===== config.mk =====
export PLATFORM = sky130hd
export DESIGN_NAME = arq_send_window_tracker_flat
export DESIGN_NICKNAME = d
export VERILOG_FILES = /design/src/arqswt_pkg.sv /design/src/arqswt_req_if.sv /design/src/arqswt_res_if.sv /design/src/arqswt_slot_ram.sv /design/src/arqswt_out_reg.sv /design/src/arq_send_window_tracker.sv /design/src/flat_wrapper.sv
export SDC_FILE = /design/constraint.sdc
export NUM_CORES = 2
export LEC_CHECK = 0
export BUFFER_PORTS_ARGS = -buffer_cell sky130_fd_sc_hd__buf_4
export CORE_UTILIZATION = 54
export CTS_BUF_LIST = sky130_fd_sc_hd__clkbuf_16
export CTS_CLUSTER_SIZE = 30
export DETAILED_ROUTE_END_ITERATION = 8
export PLACE_DENSITY = 0.78
export SYNTH_ARGS = -nofsm -noshare
export SYNTH_HDL_FRONTEND = slang
export SYNTH_SLANG_ARGS = --single-unit

===== constraint.sdc =====
create_clock -name clk -period 13.7 [get_ports clk]
set_clock_uncertainty 0.1 [all_clocks]
set_input_delay 2.055 -clock clk [delete_from_list [all_inputs] [get_ports clk]]
set_output_delay 2.055 -clock clk [all_outputs]
set_load 0.03 [all_outputs]

===== src/arqswt_pkg.sv =====
`timescale 1ns / 1ps
`default_nettype none
// ----------------------------------------------------------------------------
// ARQ send window tracker package
// Shared widths, reset values and codes for the window tracker.
// ----------------------------------------------------------------------------
package arqswt_pkg;

	localparam int SLOTS_DEF     = 10;
	localparam int MAX_CHUNK_DEF = 1024;

	localparam int TYPE_W    = 2;
	localparam int CHUNK_W   = 11;
	localparam int SEQ_W     = 32;
	localparam int WIN_W     = 16;
	localparam int ELAPSED_W = 10;
	localparam int TIMEOUT_W = 16;
	localparam int CLOCK_W   = 32;
	localparam int KIND_W    = 2;
	localparam int STATUS_W  = 2;

	localparam logic [WIN_W-1:0]     RESET_WINDOW  = WIN_W'(8192);
	localparam logic [TIMEOUT_W-1:0] RESET_TIMEOUT = TIMEOUT_W'(500);
	localparam logic [SEQ_W-1:0]     RESET_SEQ     = SEQ_W'(1);

	typedef enum logic [TYPE_W-1:0] {
		REQ_SEND = 2'd0,
		REQ_ACK  = 2'd1,
		REQ_TICK = 2'd2
	} req_type_t;

	typedef enum logic [KIND_W-1:0] {
		KIND_SEND = 2'd0,
		KIND_ACK  = 2'd1,
		KIND_RETX = 2'd2
	} kind_t;

	typedef enum logic [STATUS_W-1:0] {
		ST_OK       = 2'd0,
		ST_WIN_FULL = 2'd1,
		ST_OVERFLOW = 2'd2,
		ST_NO_SLOT  = 2'd3
	} status_t;

	typedef enum logic [2:0] {
		S_IDLE,
		S_SEND,
		S_SCAN,
		S_ACK_DONE,
		S_TICK_DONE
	} state_t;

endpackage
`default_nettype wire


===== src/arqswt_req_if.sv =====
`timescale 1ns / 1ps
`default_nettype none
// ----------------------------------------------------------------------------
// ARQ request channel
// One beat carries a send request, an acknowledgement or a time tick.
// ----------------------------------------------------------------------------
interface arqswt_req_if;
	import arqswt_pkg::*;

	logic                 valid;
	logic                 ready;
	logic [TYPE_W-1:0]    req_type;
	logic [CHUNK_W-1:0]   chunk_len;
	logic [SEQ_W-1:0]     ack_number;
	logic [WIN_W-1:0]     adv_window;
	logic [ELAPSED_W-1:0] elapsed_ms;

	modport source (
		output valid, req_type, chunk_len, ack_number, adv_window, elapsed_ms,
		input  ready
	);

	modport sink (
		input  valid, req_type, chunk_len, ack_number, adv_window, elapsed_ms,
		output ready
	);
endinterface
`default_nettype wire


===== src/arqswt_res_if.sv =====
`timescale 1ns / 1ps
`default_nettype none
// ----------------------------------------------------------------------------
// ARQ result channel
// One beat carries a send answer, an ack answer or a retransmit order.
// ----------------------------------------------------------------------------
interface arqswt_res_if #(
	parameter int LEN_W = 11,
	parameter int IDX_W = 4,
	parameter int BIF_W = 14,
	parameter int CNT_W = 4
);
	import arqswt_pkg::*;

	logic                valid;
	logic                ready;
	logic [KIND_W-1:0]   result_kind;
	logic [STATUS_W-1:0] status;
	logic [SEQ_W-1:0]    seq_number;
	logic [LEN_W-1:0]    length;
	logic [IDX_W-1:0]    slot_index;
	logic [BIF_W-1:0]    bytes_in_flight;
	logic [CNT_W-1:0]    freed_count;
	logic                last;

	modport source (
		output valid, result_kind, status, seq_number, length, slot_index,
		       bytes_in_flight, freed_count, last,
		input  ready
	);

	modport sink (
		input  valid, result_kind, status, seq_number, length, slot_index,
		       bytes_in_flight, freed_count, last,
		output ready
	);
endinterface
`default_nettype wire


===== src/arqswt_slot_ram.sv =====
`timescale 1ns / 1ps
`default_nettype none
// ----------------------------------------------------------------------------
// ARQ slot table memory
// One write port and one registered read port; holds seq, length and stamp.
// ----------------------------------------------------------------------------
module arqswt_slot_ram #(
	parameter int DEPTH  = 10,
	parameter int IDX_W  = 4,
	parameter int DATA_W = 75
) (
	input  logic              clk,
	input  logic              we,
	input  logic [IDX_W-1:0]  waddr,
	input  logic [DATA_W-1:0] wdata,
	input  logic              re,
	input  logic [IDX_W-1:0]  raddr,
	output logic [DATA_W-1:0] rdata
);
	logic [DATA_W-1:0] mem [DEPTH];

	always_ff @(posedge clk) begin
		if (we) begin
			mem[waddr] <= wdata;
		end
	end

	always_ff @(posedge clk) begin
		if (re) begin
			rdata <= mem[raddr];
		end
	end
endmodule
`default_nettype wire


===== src/arqswt_out_reg.sv =====
`timescale 1ns / 1ps
`default_nettype none
// ----------------------------------------------------------------------------
// ARQ result register
// Holds one result beat until the sink takes it.
// ----------------------------------------------------------------------------
module arqswt_out_reg #(
	parameter int LEN_W = 11,
	parameter int IDX_W = 4,
	parameter int BIF_W = 14,
	parameter int CNT_W = 4
) (
	input  logic                          clk,
	input  logic                          arst_n,
	input  logic                          push,
	input  arqswt_pkg::kind_t             kind,
	input  arqswt_pkg::status_t           status,
	input  logic [arqswt_pkg::SEQ_W-1:0]  seq,
	input  logic [LEN_W-1:0]              len,
	input  logic [IDX_W-1:0]              slot,
	input  logic [BIF_W-1:0]              bif,
	input  logic [CNT_W-1:0]              freed,
	input  logic                          last,
	output logic                          free,
	arqswt_res_if.source                  res
);
	import arqswt_pkg::*;

	logic                valid_q;
	kind_t               kind_q;
	status_t             status_q;
	logic [SEQ_W-1:0]    seq_q;
	logic [LEN_W-1:0]    len_q;
	logic [IDX_W-1:0]    slot_q;
	logic [BIF_W-1:0]    bif_q;
	logic [CNT_W-1:0]    freed_q;
	logic                last_q;

	assign free = !valid_q || res.ready;

	always_ff @(posedge clk or negedge arst_n) begin
		if (!arst_n) begin
			valid_q <= 1'b0;
		end else if (push) begin
			valid_q <= 1'b1;
		end else if (res.ready) begin
			valid_q <= 1'b0;
		end
	end

	always_ff @(posedge clk) begin
		if (push) begin
			kind_q   <= kind;
			status_q <= status;
			seq_q    <= seq;
			len_q    <= len;
			slot_q   <= slot;
			bif_q    <= bif;
			freed_q  <= freed;
			last_q   <= last;
		end
	end

	assign res.valid           = valid_q;
	assign res.result_kind     = kind_q;
	assign res.status          = status_q;
	assign res.seq_number      = seq_q;
	assign res.length          = len_q;
	assign res.slot_index      = slot_q;
	assign res.bytes_in_flight = bif_q;
	assign res.freed_count     = freed_q;
	assign res.last            = last_q;
endmodule
`default_nettype wire


===== src/arq_send_window_tracker.sv =====
`timescale 1ns / 1ps
`default_nettype none
// Send: the result is pushed into the output register from S_SEND once that
// register is free. Ack and tick: the slot memory walk does one read per cycle
// unless a retransmit beat waits on the output; retransmit beats follow as found.
// One item at a time: req.ready is high only while the tracker is idle.
// Reset is asynchronous; it loads the reset window and clears clock, busy bits
// and counters at once; no memory clearing pass is needed.
// ----------------------------------------------------------------------------
// ARQ send window tracker
// Slot table in a synchronous memory, walked for acks and retransmit ticks.
// ----------------------------------------------------------------------------
module arq_send_window_tracker #(
	parameter int SLOTS     = arqswt_pkg::SLOTS_DEF,
	parameter int MAX_CHUNK = arqswt_pkg::MAX_CHUNK_DEF
) (
	input  logic                               clk,
	input  logic                               arst_n,
	input  logic                               cfg_we,
	input  logic [arqswt_pkg::TIMEOUT_W-1:0]   cfg_wdata,
	arqswt_req_if.sink                         req,
	arqswt_res_if.source                       res
);
	import arqswt_pkg::*;

	localparam int LEN_W = $clog2(MAX_CHUNK + 1);
	localparam int IDX_W = (SLOTS > 1) ? $clog2(SLOTS) : 1;
	localparam int CNT_W = $clog2(SLOTS + 1);
	localparam int BIF_W = $clog2(SLOTS * MAX_CHUNK + 1);
	localparam int ENT_W = SEQ_W + LEN_W + CLOCK_W;

	state_t               state_q, state_d;
	logic [TIMEOUT_W-1:0] timeout_q;
	logic [SEQ_W-1:0]     next_seq_q;
	logic [WIN_W-1:0]     peer_q;
	logic [CLOCK_W-1:0]   clock_q;
	logic [BIF_W-1:0]     bif_q;
	logic [SLOTS-1:0]     busy_q;
	logic                 is_tick_q;
	logic [CNT_W-1:0]     rd_cnt_q;
	logic [CNT_W-1:0]     freed_q;
	logic                 valid_s1;
	logic [IDX_W-1:0]     idx_s1;
	logic                 pend_valid_q;
	logic [SEQ_W-1:0]     pend_seq_q;
	logic [LEN_W-1:0]     pend_len_q;
	logic [IDX_W-1:0]     pend_idx_q;
	logic [SEQ_W-1:0]     ack_q;
	logic [LEN_W-1:0]     len_q;

	logic                 accept;
	logic [LEN_W-1:0]     len_sat;
	logic                 mem_we;
	logic [IDX_W-1:0]     mem_waddr;
	logic [ENT_W-1:0]     mem_wdata;
	logic                 mem_re;
	logic [ENT_W-1:0]     mem_rdata;
	logic [SEQ_W-1:0]     rd_seq;
	logic [LEN_W-1:0]     rd_len;
	logic [CLOCK_W-1:0]   rd_stamp;

	logic                 hit_busy;
	logic                 ack_free;
	logic                 due;
	logic                 advance;
	logic                 issue;
	logic                 scan_end;
	logic                 send_ok;
	logic                 send_go;
	status_t              send_status;
	logic [IDX_W-1:0]     free_idx;
	logic                 free_found;

	logic                 push;
	logic                 out_free;
	kind_t                o_kind;
	status_t              o_status;
	logic [SEQ_W-1:0]     o_seq;
	logic [LEN_W-1:0]     o_len;
	logic [IDX_W-1:0]     o_slot;
	logic [BIF_W-1:0]     o_bif;
	logic [CNT_W-1:0]     o_freed;
	logic                 o_last;

	assign req.ready = (state_q == S_IDLE);
	assign accept    = req.valid && req.ready;
	assign len_sat   = (32'(req.chunk_len) > 32'(MAX_CHUNK)) ?
	                   LEN_W'(MAX_CHUNK) : LEN_W'(req.chunk_len);

	assign {rd_seq, rd_len, rd_stamp} = mem_rdata;

	// lowest free slot
	always_comb begin
		free_idx = '0;
		for (int i = SLOTS - 1; i >= 0; i--) begin
			if (!busy_q[i]) begin
				free_idx = IDX_W'(i);
			end
		end
	end
	assign free_found = !(&busy_q);

	always_comb begin
		if (32'(bif_q) >= 32'(peer_q)) begin
			send_status = ST_WIN_FULL;
		end else if (32'(bif_q) + 32'(len_q) > 32'(peer_q)) begin
			send_status = ST_OVERFLOW;
		end else if (!free_found) begin
			send_status = ST_NO_SLOT;
		end else begin
			send_status = ST_OK;
		end
	end
	assign send_ok = (send_status == ST_OK);

	assign hit_busy = valid_s1 && busy_q[idx_s1];
	assign ack_free = hit_busy &&
	                  ({1'b0, rd_seq} + (SEQ_W + 1)'(rd_len) <= {1'b0, ack_q});
	assign due      = hit_busy && ((clock_q - rd_stamp) >= CLOCK_W'(timeout_q));

	always_comb begin
		state_d   = state_q;
		advance   = 1'b0;
		issue     = 1'b0;
		scan_end  = 1'b0;
		send_go   = 1'b0;
		push      = 1'b0;
		mem_we    = 1'b0;
		mem_waddr = free_idx;
		mem_wdata = {next_seq_q, len_q, clock_q};
		o_kind    = KIND_SEND;
		o_status  = ST_OK;
		o_seq     = '0;
		o_len     = '0;
		o_slot    = '0;
		o_bif     = bif_q;
		o_freed   = '0;
		o_last    = 1'b1;
		case (state_q)
			S_IDLE: begin
				if (accept) begin
					case (req_type_t'(req.req_type))
						REQ_SEND: state_d = S_SEND;
						REQ_ACK:  state_d = S_SCAN;
						REQ_TICK: state_d = S_SCAN;
						default:  state_d = S_IDLE;
					endcase
				end
			end
			S_SEND: begin
				o_status = send_status;
				if (send_ok) begin
					o_seq  = next_seq_q;
					o_len  = len_q;
					o_slot = free_idx;
					o_bif  = bif_q + BIF_W'(len_q);
				end
				if (out_free) begin
					push    = 1'b1;
					send_go = 1'b1;
					mem_we  = send_ok;
					state_d = S_IDLE;
				end
			end
			S_SCAN: begin
				o_kind   = KIND_RETX;
				o_seq    = pend_seq_q;
				o_len    = pend_len_q;
				o_slot   = pend_idx_q;
				o_last   = 1'b0;
				advance  = !(is_tick_q && due && pend_valid_q && !out_free);
				issue    = advance && (rd_cnt_q != CNT_W'(SLOTS));
				scan_end = (rd_cnt_q == CNT_W'(SLOTS)) && !valid_s1;
				if (is_tick_q && due && pend_valid_q && out_free) begin
					push = 1'b1;
				end
				if (is_tick_q && due && advance) begin
					mem_we    = 1'b1;
					mem_waddr = idx_s1;
					mem_wdata = {rd_seq, rd_len, clock_q};
				end
				if (scan_end) begin
					state_d = is_tick_q ? S_TICK_DONE : S_ACK_DONE;
				end
			end
			S_ACK_DONE: begin
				o_kind  = KIND_ACK;
				o_freed = freed_q;
				if (out_free) begin
					push    = 1'b1;
					state_d = S_IDLE;
				end
			end
			S_TICK_DONE: begin
				o_kind = KIND_RETX;
				o_seq  = pend_seq_q;
				o_len  = pend_len_q;
				o_slot = pend_idx_q;
				if (!pend_valid_q) begin
					state_d = S_IDLE;
				end else if (out_free) begin
					push    = 1'b1;
					state_d = S_IDLE;
				end
			end
			default: state_d = S_IDLE;
		endcase
	end

	assign mem_re = issue;

	always_ff @(posedge clk or negedge arst_n) begin
		if (!arst_n) begin
			state_q <= S_IDLE;
		end else begin
			state_q <= state_d;
		end
	end

	always_ff @(posedge clk or negedge arst_n) begin
		if (!arst_n) begin
			timeout_q <= RESET_TIMEOUT;
		end else if (cfg_we) begin
			timeout_q <= cfg_wdata;
		end
	end

	always_ff @(posedge clk or negedge arst_n) begin
		if (!arst_n) begin
			next_seq_q   <= RESET_SEQ;
			peer_q       <= RESET_WINDOW;
			clock_q      <= '0;
			bif_q        <= '0;
			busy_q       <= '0;
			is_tick_q    <= 1'b0;
			rd_cnt_q     <= '0;
			freed_q      <= '0;
			valid_s1     <= 1'b0;
			pend_valid_q <= 1'b0;
		end else begin
			if (accept) begin
				rd_cnt_q     <= '0;
				valid_s1     <= 1'b0;
				freed_q      <= '0;
				pend_valid_q <= 1'b0;
				is_tick_q    <= (req_type_t'(req.req_type) == REQ_TICK);
				if (req_type_t'(req.req_type) == REQ_ACK) begin
					peer_q <= req.adv_window;
				end
				if (req_type_t'(req.req_type) == REQ_TICK) begin
					clock_q <= clock_q + CLOCK_W'(req.elapsed_ms);
				end
			end
			if (send_go && send_ok) begin
				busy_q[free_idx] <= 1'b1;
				bif_q            <= bif_q + BIF_W'(len_q);
				next_seq_q       <= next_seq_q + SEQ_W'(len_q);
			end
			if (advance) begin
				valid_s1 <= issue;
				if (issue) begin
					rd_cnt_q <= rd_cnt_q + CNT_W'(1);
				end
				if (!is_tick_q && ack_free) begin
					busy_q[idx_s1] <= 1'b0;
					freed_q        <= freed_q + CNT_W'(1);
					bif_q          <= bif_q - BIF_W'(rd_len);
				end
				if (is_tick_q && due) begin
					pend_valid_q <= 1'b1;
				end
			end
			if (state_q == S_TICK_DONE && push) begin
				pend_valid_q <= 1'b0;
			end
		end
	end

	always_ff @(posedge clk) begin
		if (accept) begin
			ack_q <= req.ack_number;
			len_q <= len_sat;
		end
		if (issue) begin
			idx_s1 <= rd_cnt_q[IDX_W-1:0];
		end
		if (advance && is_tick_q && due) begin
			pend_seq_q <= rd_seq;
			pend_len_q <= rd_len;
			pend_idx_q <= idx_s1;
		end
	end

	arqswt_slot_ram #(
		.DEPTH  (SLOTS),
		.IDX_W  (IDX_W),
		.DATA_W (ENT_W)
	) u_slot_ram (
		.clk   (clk),
		.we    (mem_we),
		.waddr (mem_waddr),
		.wdata (mem_wdata),
		.re    (mem_re),
		.raddr (rd_cnt_q[IDX_W-1:0]),
		.rdata (mem_rdata)
	);

	arqswt_out_reg #(
		.LEN_W (LEN_W),
		.IDX_W (IDX_W),
		.BIF_W (BIF_W),
		.CNT_W (CNT_W)
	) u_out_reg (
		.clk    (clk),
		.arst_n (arst_n),
		.push   (push),
		.kind   (o_kind),
		.status (o_status),
		.seq    (o_seq),
		.len    (o_len),
		.slot   (o_slot),
		.bif    (o_bif),
		.freed  (o_freed),
		.last   (o_last),
		.free   (out_free),
		.res    (res)
	);
endmodule
`default_nettype wire

===== src/flat_wrapper.sv =====
// flat-port wrapper written by rule: the top's interface ports become plain ports
module arq_send_window_tracker_flat import arqswt_pkg::*;
#(
	parameter int SLOTS     = arqswt_pkg::SLOTS_DEF,
	parameter int MAX_CHUNK = arqswt_pkg::MAX_CHUNK_DEF
)
  (clk, arst_n, cfg_we, cfg_wdata, req_valid, req_req_type, req_chunk_len, req_ack_number, req_adv_window, req_elapsed_ms, req_ready, res_valid, res_result_kind, res_status, res_seq_number, res_length, res_slot_index, res_bytes_in_flight, res_freed_count, res_last, res_ready);
  arqswt_req_if req_i ();
  arqswt_res_if res_i ();
  input  logic clk;
  input  logic arst_n;
  input  logic cfg_we;
  input  logic [arqswt_pkg::TIMEOUT_W-1:0] cfg_wdata;
  input wire logic [$bits(req_i.valid)-1:0] req_valid;
  input wire logic [$bits(req_i.req_type)-1:0] req_req_type;
  input wire logic [$bits(req_i.chunk_len)-1:0] req_chunk_len;
  input wire logic [$bits(req_i.ack_number)-1:0] req_ack_number;
  input wire logic [$bits(req_i.adv_window)-1:0] req_adv_window;
  input wire logic [$bits(req_i.elapsed_ms)-1:0] req_elapsed_ms;
  output wire logic [$bits(req_i.ready)-1:0] req_ready;
  output wire logic [$bits(res_i.valid)-1:0] res_valid;
  output wire logic [$bits(res_i.result_kind)-1:0] res_result_kind;
  output wire logic [$bits(res_i.status)-1:0] res_status;
  output wire logic [$bits(res_i.seq_number)-1:0] res_seq_number;
  output wire logic [$bits(res_i.length)-1:0] res_length;
  output wire logic [$bits(res_i.slot_index)-1:0] res_slot_index;
  output wire logic [$bits(res_i.bytes_in_flight)-1:0] res_bytes_in_flight;
  output wire logic [$bits(res_i.freed_count)-1:0] res_freed_count;
  output wire logic [$bits(res_i.last)-1:0] res_last;
  input wire logic [$bits(res_i.ready)-1:0] res_ready;
  assign req_i.valid = req_valid;
  assign req_i.req_type = req_req_type;
  assign req_i.chunk_len = req_chunk_len;
  assign req_i.ack_number = req_ack_number;
  assign req_i.adv_window = req_adv_window;
  assign req_i.elapsed_ms = req_elapsed_ms;
  assign req_ready = req_i.ready;
  assign res_valid = res_i.valid;
  assign res_result_kind = res_i.result_kind;
  assign res_status = res_i.status;
  assign res_seq_number = res_i.seq_number;
  assign res_length = res_i.length;
  assign res_slot_index = res_i.slot_index;
  assign res_bytes_in_flight = res_i.bytes_in_flight;
  assign res_freed_count = res_i.freed_count;
  assign res_last = res_i.last;
  assign res_i.ready = res_ready;
  arq_send_window_tracker #(.SLOTS(SLOTS), .MAX_CHUNK(MAX_CHUNK)) u_core (.clk(clk), .arst_n(arst_n), .cfg_we(cfg_we), .cfg_wdata(cfg_wdata), .req(req_i), .res(res_i));
endmodule

==> reports/qor.yml <==
status: "completed"
core_area_um2: 90300
grt_start_max_net_pins: 109
netlist_area_um2: 49400
hold_start: "u_core.next_seq_q[0]"
rsz0062_at_grt: "no"
timing_worst_setup_path_type: "flip-flop to flip-flop"
cts_hold_buf: 0
ys_ff_latch: 1124
wl_per_cell_um: 24.3
grt_use_met2_pct: 40.0
final_nets: 3622
cts.sinks: 1124
drcViolationCount: 0
final_util_pct: 61.8
min_path_type: "flip-flop to flip-flop"
cpPeakStageDelay_ps: 1030
yosysTopAreaCell: "edfxtp_1"
crit_path_frequent_cell: "nor3_1"
clk_pin_slew_ps: 70
insertion_delay_ps: 710
viasPerCell: 6.16
critPathRequiredTime_ps: 13890
critPathTopFamily: "compound AO/OA/AOI/OAI gates"
setup_viol: 0
seq_area_frac_synth_pct: 67.0
reg2reg_slack_ps: 5440
io_buffer_count: 163
end_kind: "flip-flop"
io_pins: 164
cp_data_arrival_time_ps: 8450
start_util_pct: 54.7
cp_max_fo: 58
grt_pass1_vias: 28532
drt_pre_antenna_iters: 5
root_buffer: "clkbuf_16"
tns_ps: 0
pre_cts_ws_ps: 5670
placement_rows: 110
post-route-period-util_pct: 60.3
gr-usage-met1_pct: 33.5
ff2ff_path_depth: 23
max_cap_violations: 0
power_density_nw_per_um2: 228
p_leak_nw: 20.4
busiest_layer: "met2"
crit_slowest_cell: "o31ai_4"
via_count: 28491
area_growth_pct: 12.9
cts_tree: "built"
drive_gt1_share_pct: 18.1
clockBufferDepth: 3
drt-initial-drc-count: 2583
ant_nets: 0
tightestPinTransition_ps: 1260
whs_path_depth: 2
holdPathEnd: "u_core.next_seq_q[0]"
fin_cells: 4628
post-cts-setup-buffers: 0
cts_resized: 0
cts_buffers: 109
rr_startpoint: "u_core.len_q[0]"
fill_cells: 6333
syn_inst: 3176
antenna_cells: 0
synth_edf_count: 989
overflow: 0
cp_num_buf_inv: 2
hpwl_um: 67200
critPathLaunchType: "flip-flop"
synth_warnings: 0
grt_pass1_wl_um: 172000
r2r_end: "u_core.u_slot_ram.mem[0][61]"
setup_ws_ps: 5440
ys.flop_type: "edfxtp_1"
hold_slack_ps: 385
synth.avg_cell_area_um2: 15.6
maxSlewViolCount: 0
synth.distinct_cells: 85
htreeDepth: 3
synth-async-reset-ratio_pct: 12.0
antenna_found_initial: 0
routed_wl_um: 112000
track_usage_pct: 24.2
place_congestion: 0.913
dp_cells: 4421
die_w_um: 304
cp_cell_sequence: "ha_1 -> fa_1 -> a21o_1 -> a21oi_1 -> o21bai_1 -> a21oi_1 -> nor2b_1 -> nor4_1 -> nor3_1 -> a211oi_1 -> nor2_1 -> and3_1 -> ha_1 -> and3_1 -> a221oi_1 -> nor3_1 -> nor3_1 -> nand3_1 -> buf_4 -> nor3_1 -> o21ai_0 -> o31ai_4 -> buf_4"
fmaxAchievable_ghz: 0.121
synth_top_area_share_pct: 60.1
gr-usage-met3_pct: 3.73
die-area_um2: 92700
hold_viol: 0
crit_start: "u_core.len_q[0]"
die_h_um: 304
synth_nets: 3442
post-route-min-period_ps: 8260
ys_top_cells_by_area: "edfxtp_1 (60%), mux4_2 (6.9%), dfrtp_1 (6.4%)"
max_slew_margin_pct: 15.0
ir_worst_vdd_mv: 0.149
how the worst max path moves through the flow:
| stage | cells after the start | slack (ps) | endpoint |
|---|---|---|---|
| 2_1_floorplan | 21 | 2930 | u_core.u_slot_ram.mem[0][0] |
| 6_report | 23 | 5440 | u_core.u_slot_ram.mem[0][61] |
| 5_1_grt | 23 | 4940 | u_core.u_slot_ram.mem[0][64] |
| 4_1_cts | 23 | 5440 | u_core.u_slot_ram.mem[0][69] |
| 3_3_place_gp | 23 | 5750 | u_core.u_slot_ram.mem[0][10] |
| 3_5_place_dp | 23 | 5670 | u_core.u_slot_ram.mem[0][1] |
cells by family (layout without fill, tap and decap cells):
family                   count (synthesis)  count (layout)  share of synthesized area (%)
multiplexers                           307             307                           10.2
XOR/XNOR                               135             135                           2.39
adder cells (fa/ha/maj)                174             174                           4.50
flip-flops                            1124            1124                           67.0
buffers and inverters                  284             560                           2.20
AND/OR/NAND/NOR                        559             559                           5.81
AO/OA/AOI/OAI                          593             593                           7.90
flip-flops by register name (all words and copies together), names as in the netlist, 32 cells and up:
| name | count |
|---|---|
| u_core.clock_q | 32 |
| u_core.u_slot_ram.rdata | 75 |
| u_core.u_out_reg.res.seq_number | 32 |
| u_core.u_slot_ram.mem | 750 |
| u_core.ack_q | 32 |
| u_core.next_seq_q | 32 |
| u_core.pend_seq_q | 32 |
synth_stat cells, types with 8 or more instances:
cell type and number:
mux4_2 152, o21ai_0 106, xor2_1 38, a31oi_1 14
o211ai_1 14, mux2i_1 90, a21o_1 47, nand2_1 151
edfxtp_1 989, nor2b_1 109, nor3_1 26, and2_1 8
buf_1 24, a22o_1 49, xnor2_1 97, nand4_1 35
buf_2 10, clkbuf_1 94, dfrtp_1 127, nand2b_1 11
nand3_1 47, dfstp_2 8, inv_1 155, o21bai_1 17
a211oi_1 92, a21oi_1 171, nor2_1 100, mux2_2 65
and3_1 34, o21a_1 16, ha_1 168
power by group:
part	switching (W)	internal, W	leakage (nW)
Clock	0.00133	0.00177	1.88
Combinational	0.00264	0.00190	7.75
Sequential	0.000547	0.00451	10.8
worst reg2reg max path: stages, from the launching register on:
cell and delay, ps:
edfxtp_1 450, ha_1 260, fa_1 400, a21o_1 180, a21oi_1 210, o21bai_1 100
a21oi_1 240, nor2b_1 100, nor4_1 190, nor3_1 110, a211oi_1 250, nor2_1 140
and3_1 210, ha_1 290, and3_1 210, a221oi_1 370, nor3_1 100, nor3_1 330
nand3_1 130, buf_4 270, nor3_1 600, o21ai_0 600, o31ai_4 1030, buf_4 860
layout by cell type, fill, tap and decap left out, drive strengths merged, types with 65 or more instances in the layout:
master | Yosys | final
inv | 155 | 178
mux2 | 65 | 65
mux4 | 152 | 152
a211oi | 93 | 93
buf | 35 | 198
xnor2 | 97 | 97
clkbuf | 94 | 109
mux2i | 90 | 90
ha | 168 | 168
a21oi | 172 | 172
nor2 | 100 | 100
o21ai | 109 | 109
edfxtp | 989 | 989
nand2 | 152 | 152
dfrtp | 127 | 127
nor2b | 109 | 109
through the flow:
stage	total power (W)	area [µm²]
2_1_floorplan	0.00826	49400
3_3_place_gp	0.00949	52000
3_5_place_dp	0.00959	52000
4_1_cts	0.0127	55800
5_1_grt	0.0133	55800
6_report	0.0127	55800
final cells by class:
type | instances | area, µm² | share of cell area, %
clock buffers | 109 | 2730 | 4.89
clock inverters | 98 | 1000 | 1.79
inverters | 155 | 583 | 1.05
multi-input cells | 1768 | 15400 | 27.6
flip-flops and latches | 1124 | 33100 | 59.4
well taps | 1176 | 1470 | 2.64
repair buffers | 198 | 1500 | 2.70
metal layers:
metal,up-vias,share of wire [%]
met2,1181,49
met4,0,2.5
met1,14450,42
met3,188,6.8
li1,12672,-
met5,-,0
Power figures use the tool's default switching activity.
